### src/rtl/tic_pkg.sv
// tic_pkg: shared constants, status codes and the item record that travels
// down the cell chain of tensor_index_converter. No dependencies.
package tic_pkg;

    localparam int NDIMS         = 4;
    localparam int DIM_BITS      = 16;
    localparam int FLAT_BITS     = 32;
    localparam int RANK_BITS     = 3;
    localparam int DIV_STEPS     = 4;
    localparam int CELLS_PER_DIM = FLAT_BITS / DIV_STEPS;
    localparam int DIV_CELLS     = NDIMS * CELLS_PER_DIM;
    localparam int DIM_CELLS     = NDIMS;
    localparam int CHAIN_LEN     = DIM_CELLS + DIV_CELLS;
    localparam int PROD_BITS     = FLAT_BITS + DIM_BITS;
    localparam int SEL_BITS      = $clog2(NDIMS);

    // register indexes on the configuration port
    localparam logic [2:0] REG_RANK  = 3'd0;
    localparam logic [2:0] REG_DIM_0 = 3'd1;
    localparam logic [2:0] REG_DIM_1 = 3'd2;
    localparam logic [2:0] REG_DIM_2 = 3'd3;
    localparam logic [2:0] REG_DIM_3 = 3'd4;

    typedef enum logic [1:0] {
        ST_OK            = 2'd0,
        ST_INVALID_SHAPE = 2'd1,
        ST_OUT_OF_BOUNDS = 2'd2,
        ST_OVERFLOW      = 2'd3
    } status_t;

    typedef logic [NDIMS-1:0][DIM_BITS-1:0] coord_vec_t;

    // one item in flight: both conversions run side by side
    typedef struct packed {
        logic                 mode;
        logic [FLAT_BITS-1:0] flat_org;   // index as received
        logic [FLAT_BITS-1:0] num;        // running dividend / quotient
        logic [DIM_BITS-1:0]  part;       // partial remainder
        coord_vec_t           coord_in;
        coord_vec_t           coord_out;
        status_t              st;         // coordinate-to-index status
        logic                 ovf;        // pending overflow inside a dim cell
        logic [FLAT_BITS-1:0] stride;     // running stride, exact while !big
        logic                 big;        // stride beyond the flat range
        logic [FLAT_BITS-1:0] acc;        // running flat index
        logic [PROD_BITS-1:0] prod;       // coord * stride
        logic [PROD_BITS-1:0] sprod;      // stride * dim
    } item_t;

endpackage

### src/rtl/tic_div_cell.sv
// tic_div_cell: a few restoring-division steps of the index-to-coordinate
// walk; the last cell of a dimension stores the remainder. Depends on tic_pkg.
module tic_div_cell (
    input  logic                                aclk,
    input  logic                                aresetn,
    input  logic                                en,
    input  logic                                in_valid,
    input  tic_pkg::item_t                      in_item,
    input  logic [tic_pkg::DIM_BITS-1:0]        dim,
    input  logic                                use_dim,
    input  logic [tic_pkg::SEL_BITS-1:0]        sel,
    input  logic                                last,
    output logic                                out_valid,
    output tic_pkg::item_t                      out_item
);

    tic_pkg::item_t                 q_reg, q_next;
    logic                           valid_reg;
    logic [tic_pkg::DIM_BITS-1:0]   d, p;
    logic [tic_pkg::DIM_BITS:0]     t;
    logic [tic_pkg::FLAT_BITS-1:0]  n;

    // shift-compare-subtract, one quotient bit per step
    always_comb begin
        d = use_dim ? dim : tic_pkg::DIM_BITS'(1);
        p = in_item.part;
        n = in_item.num;
        t = '0;
        for (int k = 0; k < tic_pkg::DIV_STEPS; k++) begin
            t = {p, n[tic_pkg::FLAT_BITS-1]};
            if (t >= {1'b0, d}) begin
                t = t - {1'b0, d};
                n = {n[tic_pkg::FLAT_BITS-2:0], 1'b1};
            end else begin
                n = {n[tic_pkg::FLAT_BITS-2:0], 1'b0};
            end
            p = t[tic_pkg::DIM_BITS-1:0];
        end
        q_next = in_item;
        q_next.num  = n;
        q_next.part = p;
        if (last) begin
            q_next.coord_out[sel] = p;
            q_next.part           = '0;
        end
    end

    always_ff @(posedge aclk) begin
        if (!aresetn) begin
            valid_reg <= 1'b0;
        end else if (en) begin
            valid_reg <= in_valid;
        end
    end

    always_ff @(posedge aclk) begin
        if (en) begin
            q_reg <= q_next;
        end
    end

    assign out_valid = valid_reg;
    assign out_item  = q_reg;

endmodule

### config.mk
export PLATFORM = sky130hd
export DESIGN_NAME = tic_div_cell
export DESIGN_NICKNAME = d
export VERILOG_FILES = /design/src/rtl/tic_pkg.sv /design/src/rtl/tic_div_cell.sv
export SDC_FILE = /design/constraint.sdc
export NUM_CORES = 1
export LEC_CHECK = 0
export BUFFER_PORTS_ARGS = -buffer_cell sky130_fd_sc_hd__buf_2
export CAP_MARGIN = 20
export CORE_AREA = 2 2 303 305
export DETAILED_ROUTE_END_ITERATION = 8
export DIE_AREA = 0 0 305 307
export GPL_TIMING_DRIVEN = 0
export MAX_ROUTING_LAYER = met4
export PLACE_DENSITY_LB_ADDON = 0.3
export SLEW_MARGIN = 0
export SYNTH_ARGS = -nofsm -noshare
export SYNTH_HDL_FRONTEND = slang
export SYNTH_SLANG_ARGS = --single-unit
### constraint.sdc
create_clock -name aclk -period 18.9 [get_ports aclk]
set_clock_uncertainty 0.2 [all_clocks]
set_input_delay 4.725 -clock aclk [delete_from_list [all_inputs] [get_ports aclk]]
set_output_delay 4.725 -clock aclk [all_outputs]
set_load 0.01 [all_outputs]
# Word level (Yosys, flattened, before mapping)
# Cells that the tools add are included.
[totals] out_inout_bits=374 reg_bits=374 wordCells=44 in_bits=397
[classes] n_addsub=4 muxes=13 n_reduce_logical=1 n_lt_le_gt_ge=6
[ops] op="$mux W16" n=6
[ops] op="$ge A17 B16 Y1" n=4
[ops] op="$bwmux W64" n=1
[ops] op="$mux W64" n=1
[ops] op="$sub A16 B16 Y16" n=4
[ops] op="$demux W16 S2" n=1
[ops] op="$mux W1" n=4
[ops] op="$lt A2 B3 Y1 const B" n=1
[ops] op="$ge A2 B1 Y1 const B" n=1
[ops] op="$logic_and A1 B1 Y1" n=1

# Logic depth before layout (Yosys ltp)
[depth] ltp_word=11 mapped_depth=50 ltp_nobuf=44

# Least setup slack after synthesis
# OpenSTA, ideal clock, no wires.
[synth_path] path_type="input port to flip-flop" startpoint="input port use_dim" endpoint="register q_reg (netlist bit out_item[179]) (data pin)" stages=46 t_required_ns=18.436 path_slack_ns=3.761 setup_time_ns=0.264 n_path_buf=6 arrival_time_ns=14.675 cell_sequence="clkbuf_1 > nand2_1 > ha_1 > a2111oi_4 > a21oi_4 > a31oi_2 > o21a_2 > inv_4 > clkbuf_1 > o21ai_0 > inv_1 > ha_1 > nor2b_1 > o2111ai_1 > and4b_1 > o21ai_0 > o311a_1 > a211oi_4 > [... 10 more ...] > a41o_1 > a211o_1 > nor2_1 > buf_2 > mux2_2 > ha_1 > a21o_1 > or3_1 > o211a_1 > o21ai_0 > nand2_1 > a21o_1 > or4_1 > o31a_1 > buf_6 > buf_12 > mux2i_4 > o21ai_1"
[synth_lines] element="start, declared" line="tic_div_cell.sv:10" text="input logic use_dim,"
[synth_lines] element="end signal, assigned" line="tic_div_cell.sv:58" text="q_reg <= q_next;"
[synth_lines] element="end, declared" line="tic_div_cell.sv:17" text="tic_pkg::item_t q_reg, q_next;"

==> flow_summary_export.csv <==
group,metric,value,unit
timing,hold_violations,0,
timing,relSlewSlack,34.3,%
status,status,"completed",
detailed_routing,drt_first_pass_iters,5,
synth,yosys_warnings,0,
die,core_area,0.0907,mm2
synth,synth_edf_count,373,
place,portBuffers,770,
global_route,grt_overflow,0,
detailed_routing,post_drt_wl_per_cell,28.3,um
critical_path,cp.required,19.04,ns
synth,synth_area,0.0159,mm2
timing,timing.final.crit_share,92.2,%
worst_hold_path,hold_path.class,"register to register",
synth,ys.flop_type,"edfxtp_1",
power,seq_power_share,26.6,%
synth,syn_nets,1521,
detailed_routing,routed_wl,88800,um
clocking,postCtsSetupRepairBufs,0,
clocking,holdBufCountCts,0,
power,internal-power,0.00236,W
power,p_sw,0.00175,W
critical_path,max_stage_delay,0.67,ns
timing,worstMarginPinSlew,0.986,ns
detailed_routing,viasPerCell,4.11,
job,maxCapViolCount,0,
detailed_routing,drc_errors,0,
timing,layout_min_cycle_time,17.42,ns
global_route,grt_first_pass_wirelength,114000,um
detailed_routing,drtIter0Drc,987,
timing,drv_slew,0,
die,core.rowCount,111,
layout,layout-drive-gt1-share,47.0,%
power,p_leak,9.62,nW
clocking,clk_latency,0.61,ns
clocking,clockBufferDepth,3,
place,post-place-ws,-0.122,ns
critical_path,crit_top_cell,"o21ai_0",
power,peakVddDrop,0.174,mV
critical_path,worst-path-max-fanout,16,
clocking,cts_root_buf,"clkbuf_16",
die,io_pins,771,
critical_path,cp-end-kind,"register",
synth,ys_ff_latch,374,
clocking,cts_buffers,48,
power,p_comb_share,50.1,%
critical_path,critical_path_class,"input pin to register",
global_route,antenna_found_initial,69,
synth,ys_seq_area_share,70.7,%
global_route,grt_start_max_net_pins,94,
clocking,ctsHtreeMaxLevel,2,
layout,fin_cells,3141,
timing,rsz0062_at_grt,"false",
critical_path,cp-start-kind,"input pin",
critical_path,slowest_stage,"mux2i_1",
place,dp.cells,3017,
die,start_util,17.5,%
global_route,grt_pass1_vias,13095,
timing,setup_viol,0,
clocking,clk_pin_slew,0.06,ns
timing,fmax,0.0574,GHz
global_route,grtUsageTotal,18.7,%
timing,finalWorstSetupSlack,1.48,ns
layout,nNetsFinal,2345,
detailed_routing,ant_nets,0,
synth,synthCells,1056,
clocking,cts.sinks,374,
layout,syn_to_final_growth,45.3,%
critical_path,arrival,17.56,ns
timing,fin_hold_ws,0.324,ns
power,power_frac_clock,23.3,%
synth,syn_avg_cell_area,15.0,um2
power,netSwitchingFraction,42.6,%
synth,ys_async_sr_fraction,0,%
clocking,cts_tree,"yes",
detailed_routing,vias,12913,
die,die_y,307,um
place,hpwl,74500,um
die,dieArea,0.0936,mm2
place,gp_congestion,0.935,
synth,ys_types,70,
die,dieWidth,305,um
power,p_per_area,178,mW/mm2
## power groups by stage
| stage | Clock, W | Combinational (W) | Sequential [W] |
|---|---|---|---|
| floorplan | 0 | 0.00118 | 0.00117 |
| global placement | 0 | 0.00206 | 0.00112 |
| detailed placement | 0 | 0.00209 | 0.00111 |
| CTS | 0.000992 | 0.00211 | 0.00109 |
| global route | 0.00102 | 0.00223 | 0.00110 |
| finish | 0.000957 | 0.00206 | 0.00109 |
## sequential cells by signal (all words and copies together) (netlist names)
register / cells
out_item: 373
out_valid: 1
## cell type report
class	instances	area, um2
timing repair buffer	775	4000
buffer	24	119
tap	1186	1480
clock inverter	29	334
fill	9622	67600
inverter	29	111
sequential	374	11200
clock buffer	61	1290
antenna	35	87.6
multi-input combinational	628	4430
## worst max-delay path, delay by kind of cell
kind                     cells  cell delay (ns)
buffers and inverters        9             2.33
adder cells (fa/ha/maj)      4             1.39
multiplexers                 2             1.08
AO/OA/AOI/OAI               23             5.67
AND/OR/NAND/NOR             11             2.34
## repair_timing
| item | 4_1_cts | 5_1_grt |
|---|---|---|
| gates resized for setup | 0 | 1 |
| setup endpoints to repair | 0 | 70 |
| hold endpoints to repair | 0 | 0 |
## per-stage QoR
step | area (um2) | TNS [ns] | power, W | util, %
2_1_floorplan | 15900 | 0 | 0.00235 | -
3_3_place_gp | 21200 | 0 | 0.00318 | 23.4
3_5_place_dp | 21400 | -0.663 | 0.00320 | 23.6
4_1_cts | 23000 | 0 | 0.00419 | 25.4
5_1_grt | 23100 | 0 | 0.00435 | 25.4
6_report | 23100 | 0 | 0.00411 | 25.4
## final timing paths
| kind | start | to | slack (ns) | cells after the start |
|---|---|---|---|---|
| max reg2reg | out_valid | out_valid | 18.11 | 2 |
| min | out_valid | out_valid | 0.32 | 2 |
| max | use_dim | out_item[183] | 1.48 | 49 |
| min reg2reg | out_valid | out_valid | 0.32 | 2 |
## cell usage in the layout, fill, tap and decap left out, drive strengths merged, types with 18 or more instances in the layout
cell,count
a21oi,40
ha,64
xnor2,34
o21ai,99
nand2,116
mux2i,24
inv,29
nor2,52
buf,780
mux2,26
a21o,18
edfxtp,373
diode,35
clkbuf,80
clkinv,18
## metal layers
metal,wire [um],part of all wire (%),track usage [%],vias up
met1,35400,40,21.3,6402
met3,10300,12,9.19,103
met4,2630,3.0,5.91,0
li1,-,-,-,5726
met2,40600,46,28.8,682
met5,0,0,-,-
## cell usage after synthesis (all sizes together), types with 5 or more instances
| cell type | n | area (um2) |
|---|---|---|
| o21a | 12 | 91.3 |
| a21boi | 5 | 37.5 |
| inv | 29 | 111 |
| nand2 | 116 | 435 |
| a31oi | 5 | 37.5 |
| buf | 5 | 47.5 |
| mux2i | 24 | 353 |
| nor2 | 52 | 195 |
| a21o | 18 | 135 |
| xnor2 | 34 | 298 |
| nand4 | 12 | 75.1 |
| clkbuf | 20 | 75.1 |
| mux2 | 26 | 297 |
| o21bai | 5 | 37.5 |
| o31ai | 6 | 50.1 |
| nor2b | 10 | 62.6 |
| o211ai | 5 | 37.5 |
| edfxtp | 373 | 11200 |
| ha | 64 | 801 |
| a211oi | 10 | 97.6 |
| nor3 | 12 | 60.1 |
| xor2 | 13 | 114 |
| o21ai | 99 | 499 |
| a21oi | 40 | 211 |
| nand3 | 10 | 50.1 |
## cell families after synthesis
group / share of synthesized area, %
buffers and inverters: 1.47
DFF: 70.7
and+or+nand+nor: 6.74
AOI/OAI and AO/OA: 8.90
adders and majority gates: 5.55
muxes: 4.09
xor gates and xnor gates: 2.59
No activity file was read; power rests on OpenSTA's default activity.
