`src/rtl/tic_pkg.sv`:
```
// tic_pkg: shared constants, status codes and the item record that travels
// down the cell chain of tensor_index_converter. No dependencies.
package tic_pkg;

    localparam int NDIMS         = 4;
    localparam int DIM_BITS      = 16;
    localparam int FLAT_BITS     = 32;
    localparam int RANK_BITS     = 3;
    localparam int DIV_STEPS     = 4;
    localparam int CELLS_PER_DIM = FLAT_BITS / DIV_STEPS;
    localparam int DIV_CELLS     = NDIMS * CELLS_PER_DIM;
    localparam int DIM_CELLS     = NDIMS;
    localparam int CHAIN_LEN     = DIM_CELLS + DIV_CELLS;
    localparam int PROD_BITS     = FLAT_BITS + DIM_BITS;
    localparam int SEL_BITS      = $clog2(NDIMS);

    // register indexes on the configuration port
    localparam logic [2:0] REG_RANK  = 3'd0;
    localparam logic [2:0] REG_DIM_0 = 3'd1;
    localparam logic [2:0] REG_DIM_1 = 3'd2;
    localparam logic [2:0] REG_DIM_2 = 3'd3;
    localparam logic [2:0] REG_DIM_3 = 3'd4;

    typedef enum logic [1:0] {
        ST_OK            = 2'd0,
        ST_INVALID_SHAPE = 2'd1,
        ST_OUT_OF_BOUNDS = 2'd2,
        ST_OVERFLOW      = 2'd3
    } status_t;

    typedef logic [NDIMS-1:0][DIM_BITS-1:0] coord_vec_t;

    // one item in flight: both conversions run side by side
    typedef struct packed {
        logic                 mode;
        logic [FLAT_BITS-1:0] flat_org;   // index as received
        logic [FLAT_BITS-1:0] num;        // running dividend / quotient
        logic [DIM_BITS-1:0]  part;       // partial remainder
        coord_vec_t           coord_in;
        coord_vec_t           coord_out;
        status_t              st;         // coordinate-to-index status
        logic                 ovf;        // pending overflow inside a dim cell
        logic [FLAT_BITS-1:0] stride;     // running stride, exact while !big
        logic                 big;        // stride beyond the flat range
        logic [FLAT_BITS-1:0] acc;        // running flat index
        logic [PROD_BITS-1:0] prod;       // coord * stride
        logic [PROD_BITS-1:0] sprod;      // stride * dim
    } item_t;

endpackage

```
`src/rtl/tic_dim_cell.sv`:
```
// tic_dim_cell: one dimension of the coordinate-to-index walk, two stages
// (multiply, then accumulate and check). Depends on tic_pkg.
module tic_dim_cell (
    input  logic                                aclk,
    input  logic                                aresetn,
    input  logic                                en,
    input  logic                                in_valid,
    input  tic_pkg::item_t                      in_item,
    input  logic [tic_pkg::DIM_BITS-1:0]        dim,
    input  logic                                use_dim,
    input  logic [tic_pkg::SEL_BITS-1:0]        sel,
    output logic                                out_valid,
    output tic_pkg::item_t                      out_item
);

    tic_pkg::item_t                 a_reg, a_next, b_reg, b_next;
    logic                           a_valid_reg, b_valid_reg;
    logic [tic_pkg::DIM_BITS-1:0]   c, d;
    logic [tic_pkg::FLAT_BITS:0]    sum;

    // stage a: bounds checks and the two products
    always_comb begin
        c = use_dim ? in_item.coord_in[sel] : '0;
        d = use_dim ? dim : tic_pkg::DIM_BITS'(1);
        a_next = in_item;
        a_next.prod  = c * in_item.stride;
        a_next.sprod = in_item.stride * d;
        a_next.ovf   = in_item.big && (c != '0);
        if (in_item.st == tic_pkg::ST_OK) begin
            if (d == '0) begin
                a_next.st = tic_pkg::ST_INVALID_SHAPE;
            end else if (c >= d) begin
                a_next.st = tic_pkg::ST_OUT_OF_BOUNDS;
            end
        end
    end

    // stage b: accumulate, overflow check, next stride
    always_comb begin
        sum = {1'b0, a_reg.acc} + a_reg.prod[tic_pkg::FLAT_BITS:0];
        b_next = a_reg;
        if (a_reg.st == tic_pkg::ST_OK && (a_reg.ovf || sum[tic_pkg::FLAT_BITS]
                || a_reg.prod[tic_pkg::PROD_BITS-1:tic_pkg::FLAT_BITS] != '0)) begin
            b_next.st = tic_pkg::ST_OVERFLOW;
        end
        b_next.acc    = sum[tic_pkg::FLAT_BITS-1:0];
        b_next.stride = a_reg.sprod[tic_pkg::FLAT_BITS-1:0];
        b_next.big    = a_reg.big
                      || (a_reg.sprod[tic_pkg::PROD_BITS-1:tic_pkg::FLAT_BITS] != '0);
    end

    always_ff @(posedge aclk) begin
        if (!aresetn) begin
            a_valid_reg <= 1'b0;
            b_valid_reg <= 1'b0;
        end else if (en) begin
            a_valid_reg <= in_valid;
            b_valid_reg <= a_valid_reg;
        end
    end

    always_ff @(posedge aclk) begin
        if (en) begin
            a_reg <= a_next;
            b_reg <= b_next;
        end
    end

    assign out_valid = b_valid_reg;
    assign out_item  = b_reg;

endmodule

```
`config.mk`:
```
export PLATFORM = sky130hd
export DESIGN_NAME = tic_dim_cell
export DESIGN_NICKNAME = d
export VERILOG_FILES = /design/src/rtl/tic_pkg.sv /design/src/rtl/tic_dim_cell.sv
export SDC_FILE = /design/constraint.sdc
export NUM_CORES = 2
export LEC_CHECK = 0
export ABC_AREA = 0
export ABC_CLOCK_PERIOD_IN_PS = 21600
export BUFFER_PORTS_ARGS = -buffer_cell sky130_fd_sc_hd__buf_2
export CORE_MARGIN = 2
export CORE_UTILIZATION = 40
export CTS_CLUSTER_DIAMETER = 80
export DETAILED_ROUTE_END_ITERATION = 8
export PLACE_DENSITY = 0.57
export SYNTH_ARGS = -nofsm -noshare
export SYNTH_HDL_FRONTEND = slang
export SYNTH_SLANG_ARGS = --single-unit
```
`constraint.sdc`:
```
create_clock -name aclk -period 21.6 [get_ports aclk]
set_input_delay 4.32 -clock aclk [delete_from_list [all_inputs] [get_ports aclk]]
set_output_delay 4.32 -clock aclk [all_outputs]
set_load 0.05 [all_outputs]
```
# Word-level counts from Yosys, hierarchy flattened
# Index checks and enable logic that the tools add are counted.
dict set report word_totals {
  latch_bits 0
  mem_count 0
  rom_bits 0
  elab_cells 62
  ramBits 0
  output_inout_bits 374
  register_bits 716
  input_bits 396
}
dict set report op_classes {
  reduce_logical 11
  n_lt_le_gt_ge 2
  div_mod_pow 0
  n_mux 7
  n_eq_ne 0
  n_addsub 1
  n_shift 0
  bitwise_logic 0
  multipliers 2
}
# cell count
set ops {}
lappend ops {{$mul A16 B32 Y48} 1}
lappend ops {{$mul A32 B16 Y48} 1}
lappend ops {{$mux W16} 3}
lappend ops {{$reduce_bool A16 Y1} 3}
lappend ops {{$add A32 B33 Y33} 1}
lappend ops {{$bmux W16 S2} 1}
lappend ops {{$ge A16 B16 Y1} 1}
lappend ops {{$logic_not A16 Y1} 1}
lappend ops {{$mux W2} 3}
lappend ops {{$logic_not A2 Y1} 2}
lappend ops {{$logic_or A1 B1 Y1} 3}
lappend ops {{$lt A2 B3 Y1 const B} 1}
lappend ops {{$logic_and A1 B1 Y1} 2}

# Logic depth before layout (Yosys ltp)
dict set report logic_depth {
  word_depth 7
  depth_mapped 30
  mapped_depth_nobuf 25
}

# Worst setup path before layout
# No wires, ideal clock.
dict set report synth_path {
  path_kind {input port to flip-flop}
  from {input sel[0] (netlist name)}
  to {register a_reg[90] (netlist name), data pin}
  path_slack_ns 9.902
  required_time_ns 21.341
  cell_stages 28
  t_arrival_ns 11.439
  n_path_buf 5
  path_cell_list {buf_2 > buf_2 > mux4_2 > and2_1 > clkbuf_1 > clkbuf_1 > nand2_1 > fa_1 > fa_1 > fa_1 > inv_1 > fa_1 > fa_1 > inv_1 > fa_1 > inv_1 > ha_1 > buf_6 > a21o_1 > a221oi_2 > o21ai_1 > a221o_1 > a31oi_2 > o21ai_2 > a41o_4 > a211o_1 > a31oi_1 > xnor2_1}
}
# item line_no
set synth_lines {}
lappend synth_lines {{start: declaration} tic_dim_cell.sv:11} ;# input logic [tic_pkg::SEL_BITS-1:0] sel,
lappend synth_lines {{end signal: assignment} tic_dim_cell.sv:64} ;# a_reg <= a_next;
lappend synth_lines {{end: declaration} tic_dim_cell.sv:16} ;# tic_pkg::item_t a_reg, a_next, b_reg, b_next;

==> reports/qor.yml <==
clock_path_buffers: 3
routed_wl_um: 155600
drive_above_1_share_pct: 16.14
async_reset_ff_share_pct: 0
criticalPathCategory: "input port to register"
final_cell_mix: "inv_1 (930), fa_1 (837), nand2_1 (718), edfxtp_1 (682), buf_2 (670)"
tightest_slew_ns: 1.040
finish.utilization_pct: 45.47
fill_cells: 13018
die_area_mm2: 0.1427
final_common_cell: "inv_1"
setup_slack_ns: 8.484
crit_required_ns: 22.00
critPathLaunchType: "input port"
yosys-top-cells-area: "edfxtp_1 (37%), fa_1 (30%), ha_1 (6.5%)"
syn_inst: 4874
worst_ep_arrival_time_ns: 13.51
reg2regPathDepth: 13
power_frac_seq_pct: 23.1
powerDensity_mw_per_mm2: 139.7
ir_drop_mv: 0.1345
grtUsageTotal_pct: 22.00
highest_layer: "met5"
worstSkewPairLatency_ns: 0.70
yosysUniqueCellTypes: 76
post-cts-setup-buffers: 0
rr_startpoint: "a_reg[48]"
drc: 0
cts_hold_buffers: 0
core_region_area_mm2: 0.1390
synthesis.area_mm2: 0.05586
syn_nets: 6395
detailroute.wirelength.met3_um: 12130
htree_levels: 3
internal_power_mw: 4.717
syn_to_final_growth_pct: 13.15
io_buffers: 672
hpwl_um: 113700
cts_resized: 0
max_freq_ghz: 0.07624
cts_made_buffers: 76
ys_warn_count: 0
hp-start: "a_reg[201]"
final-setup-viol-count: 0
ioPinCount: 770
pre_cts_slack_ns: 7.905
rows: 137
vias: 37613
final_hold_viol_count: 0
finalSetupTns_ns: 0
holdPathStages: 0
vias_per_cell: 5.130
cts_tree: "yes"
post_layout_nonfiller_instances: 7332
clk_pin_slew_ns: 0.06
power_mw: 8.833
synth-edff-count: 682
swShare_pct: 46.60
cap_violations: 0
die_h_um: 377.7
clock-sinks: 684
drt_pre_antenna_iters: 9
switchingPower_mw: 4.116
ant_nets: 0
antenna_found_initial: 47
place_congestion: 0.8358
first_global_vias: 38985
p_leak_nw: 29.58
avgRoutedWirePerCell_um: 21.22
synth_top_area_cell: "edfxtp_1"
dp_cells: 7179
cp-end-kind: "register"
hp-class: "register to register"
ys.flop_type: "edfxtp_1"
route.met2.wl_um: 78250
root_buffer: "clkbuf_16"
drtIter0Drc: 2662
critPathMaxFanout: 141
p_comb_share_pct: 62.8
gr-total-overflow: 0
crit_path_start: "use_dim"
pwr-share-clk_pct: 14.0
seq_area_frac_synth_pct: 36.73
ys_seq_elements: 684
rsz0062_at_grt: "false"
finalCriticalPeriod_ns: 13.12
die_width_um: 377.7
synth_area_per_cell_um2: 11.46
drt-met1-wl_um: 59760
layout.nets: 6902
synth_top_area_share_pct: 36.66
fin_crit_sh_pct: 60.72
grt_max_degree: 142
outcome: "finished clean"
slew_viol_final: 0
skew_ns: 0.05471
slew_headroom_pct: 30.64
grt_first_pass_wirelength_um: 234700
start_util_pct: 40.18
final cells by class:
class	instances	area [um2]	share of cell area (%)
well taps	1876	2347	3.713
clock inverters	44	441.7	0.6987
repair buffers	728	3800	6.011
flip-flops and latches	684	20520	32.46
clock buffers	94	1969	3.116
multi-input cells	2961	30600	48.42
diodes	15	37.54	0.05938
inverters	930	3491	5.523
power by group through the flow:
| stage | combinational [mW] | clock (mW) | sequential [mW] |
|---|---|---|---|
| detailed placement | 5.55 | 0 | 2.07 |
| floorplan | 3.76 | 0 | 2.40 |
| global route | 6.21 | 1.33 | 2.07 |
| CTS | 5.58 | 1.28 | 2.05 |
| global placement | 5.49 | 0 | 2.07 |
| finish | 5.55 | 1.24 | 2.04 |
worst paths after layout:
| kind | end | slack (ns) |
|---|---|---|
| min | out_item[201] | 0.39 |
| max reg2reg | out_item[120] | 17.35 |
| min reg2reg | out_item[201] | 0.39 |
| max | a_reg[46] | 8.48 |
kinds of logic after synthesis:
logic type	count (synthesis)	synth area share, %
xor gates and xnor gates	113	1.772
muxes	26	0.8310
DFF	684	36.73
buffers and inverters	1229	8.491
adders and majority gates	1125	36.45
AOI/OAI and AO/OA	384	4.589
and+or+nand+nor	1313	11.14
worst max-delay path: stages:
cell and delay (ns):
buf_6 0.55, buf_4 0.56, buf_4 0.55, and2_1 0.58, buf_4 0.43, nand2_1 0.13
fa_1 0.54, inv_1 0.05, fa_1 0.48, fa_1 0.50, fa_1 0.54, inv_1 0.05
fa_1 0.47, inv_1 0.05, fa_1 0.51, ha_1 0.39, a21oi_1 0.38, o2111ai_1 0.18
a21oi_1 0.26, nor2_1 0.17, o41ai_4 0.57, o31ai_1 0.21, a211o_1 0.31, a31oi_1 0.36
o21ai_1 0.14, xor2_1 0.15
stage by stage:
stage          instance area (um2)  hold WS, ns
2_1_floorplan                55860       0.4003
3_3_place_gp                 60760       0.4002
3_5_place_dp                 60760       0.4045
4_1_cts                      63170       0.3905
5_1_grt                      63200       0.4025
6_report                     63210       0.3937
synthesized netlist by cell type (15+ instances only):
cell type	n
ha_1	288
o21ai_0	58
mux4_2	16
nand2_1	718
fa_1	837
clkbuf_1	261
xor2_1	36
o21bai_1	20
nand4_1	20
nor2_1	72
inv_1	930
edfxtp_1	682
xnor2_1	77
o21a_1	15
nor4_1	16
and3_1	361
and2_1	58
buf_4	32
a21oi_1	120
a21o_1	60
per-layer routing:
layer / vias up / global-route usage (%)
met5: - / 0
met4: 36 / 7.600
li1: 16571 / -
met2: 1409 / 38.20
met1: 19259 / 27.03
met3: 338 / 4.703
No activity file was read; power rests on OpenSTA's default activity.
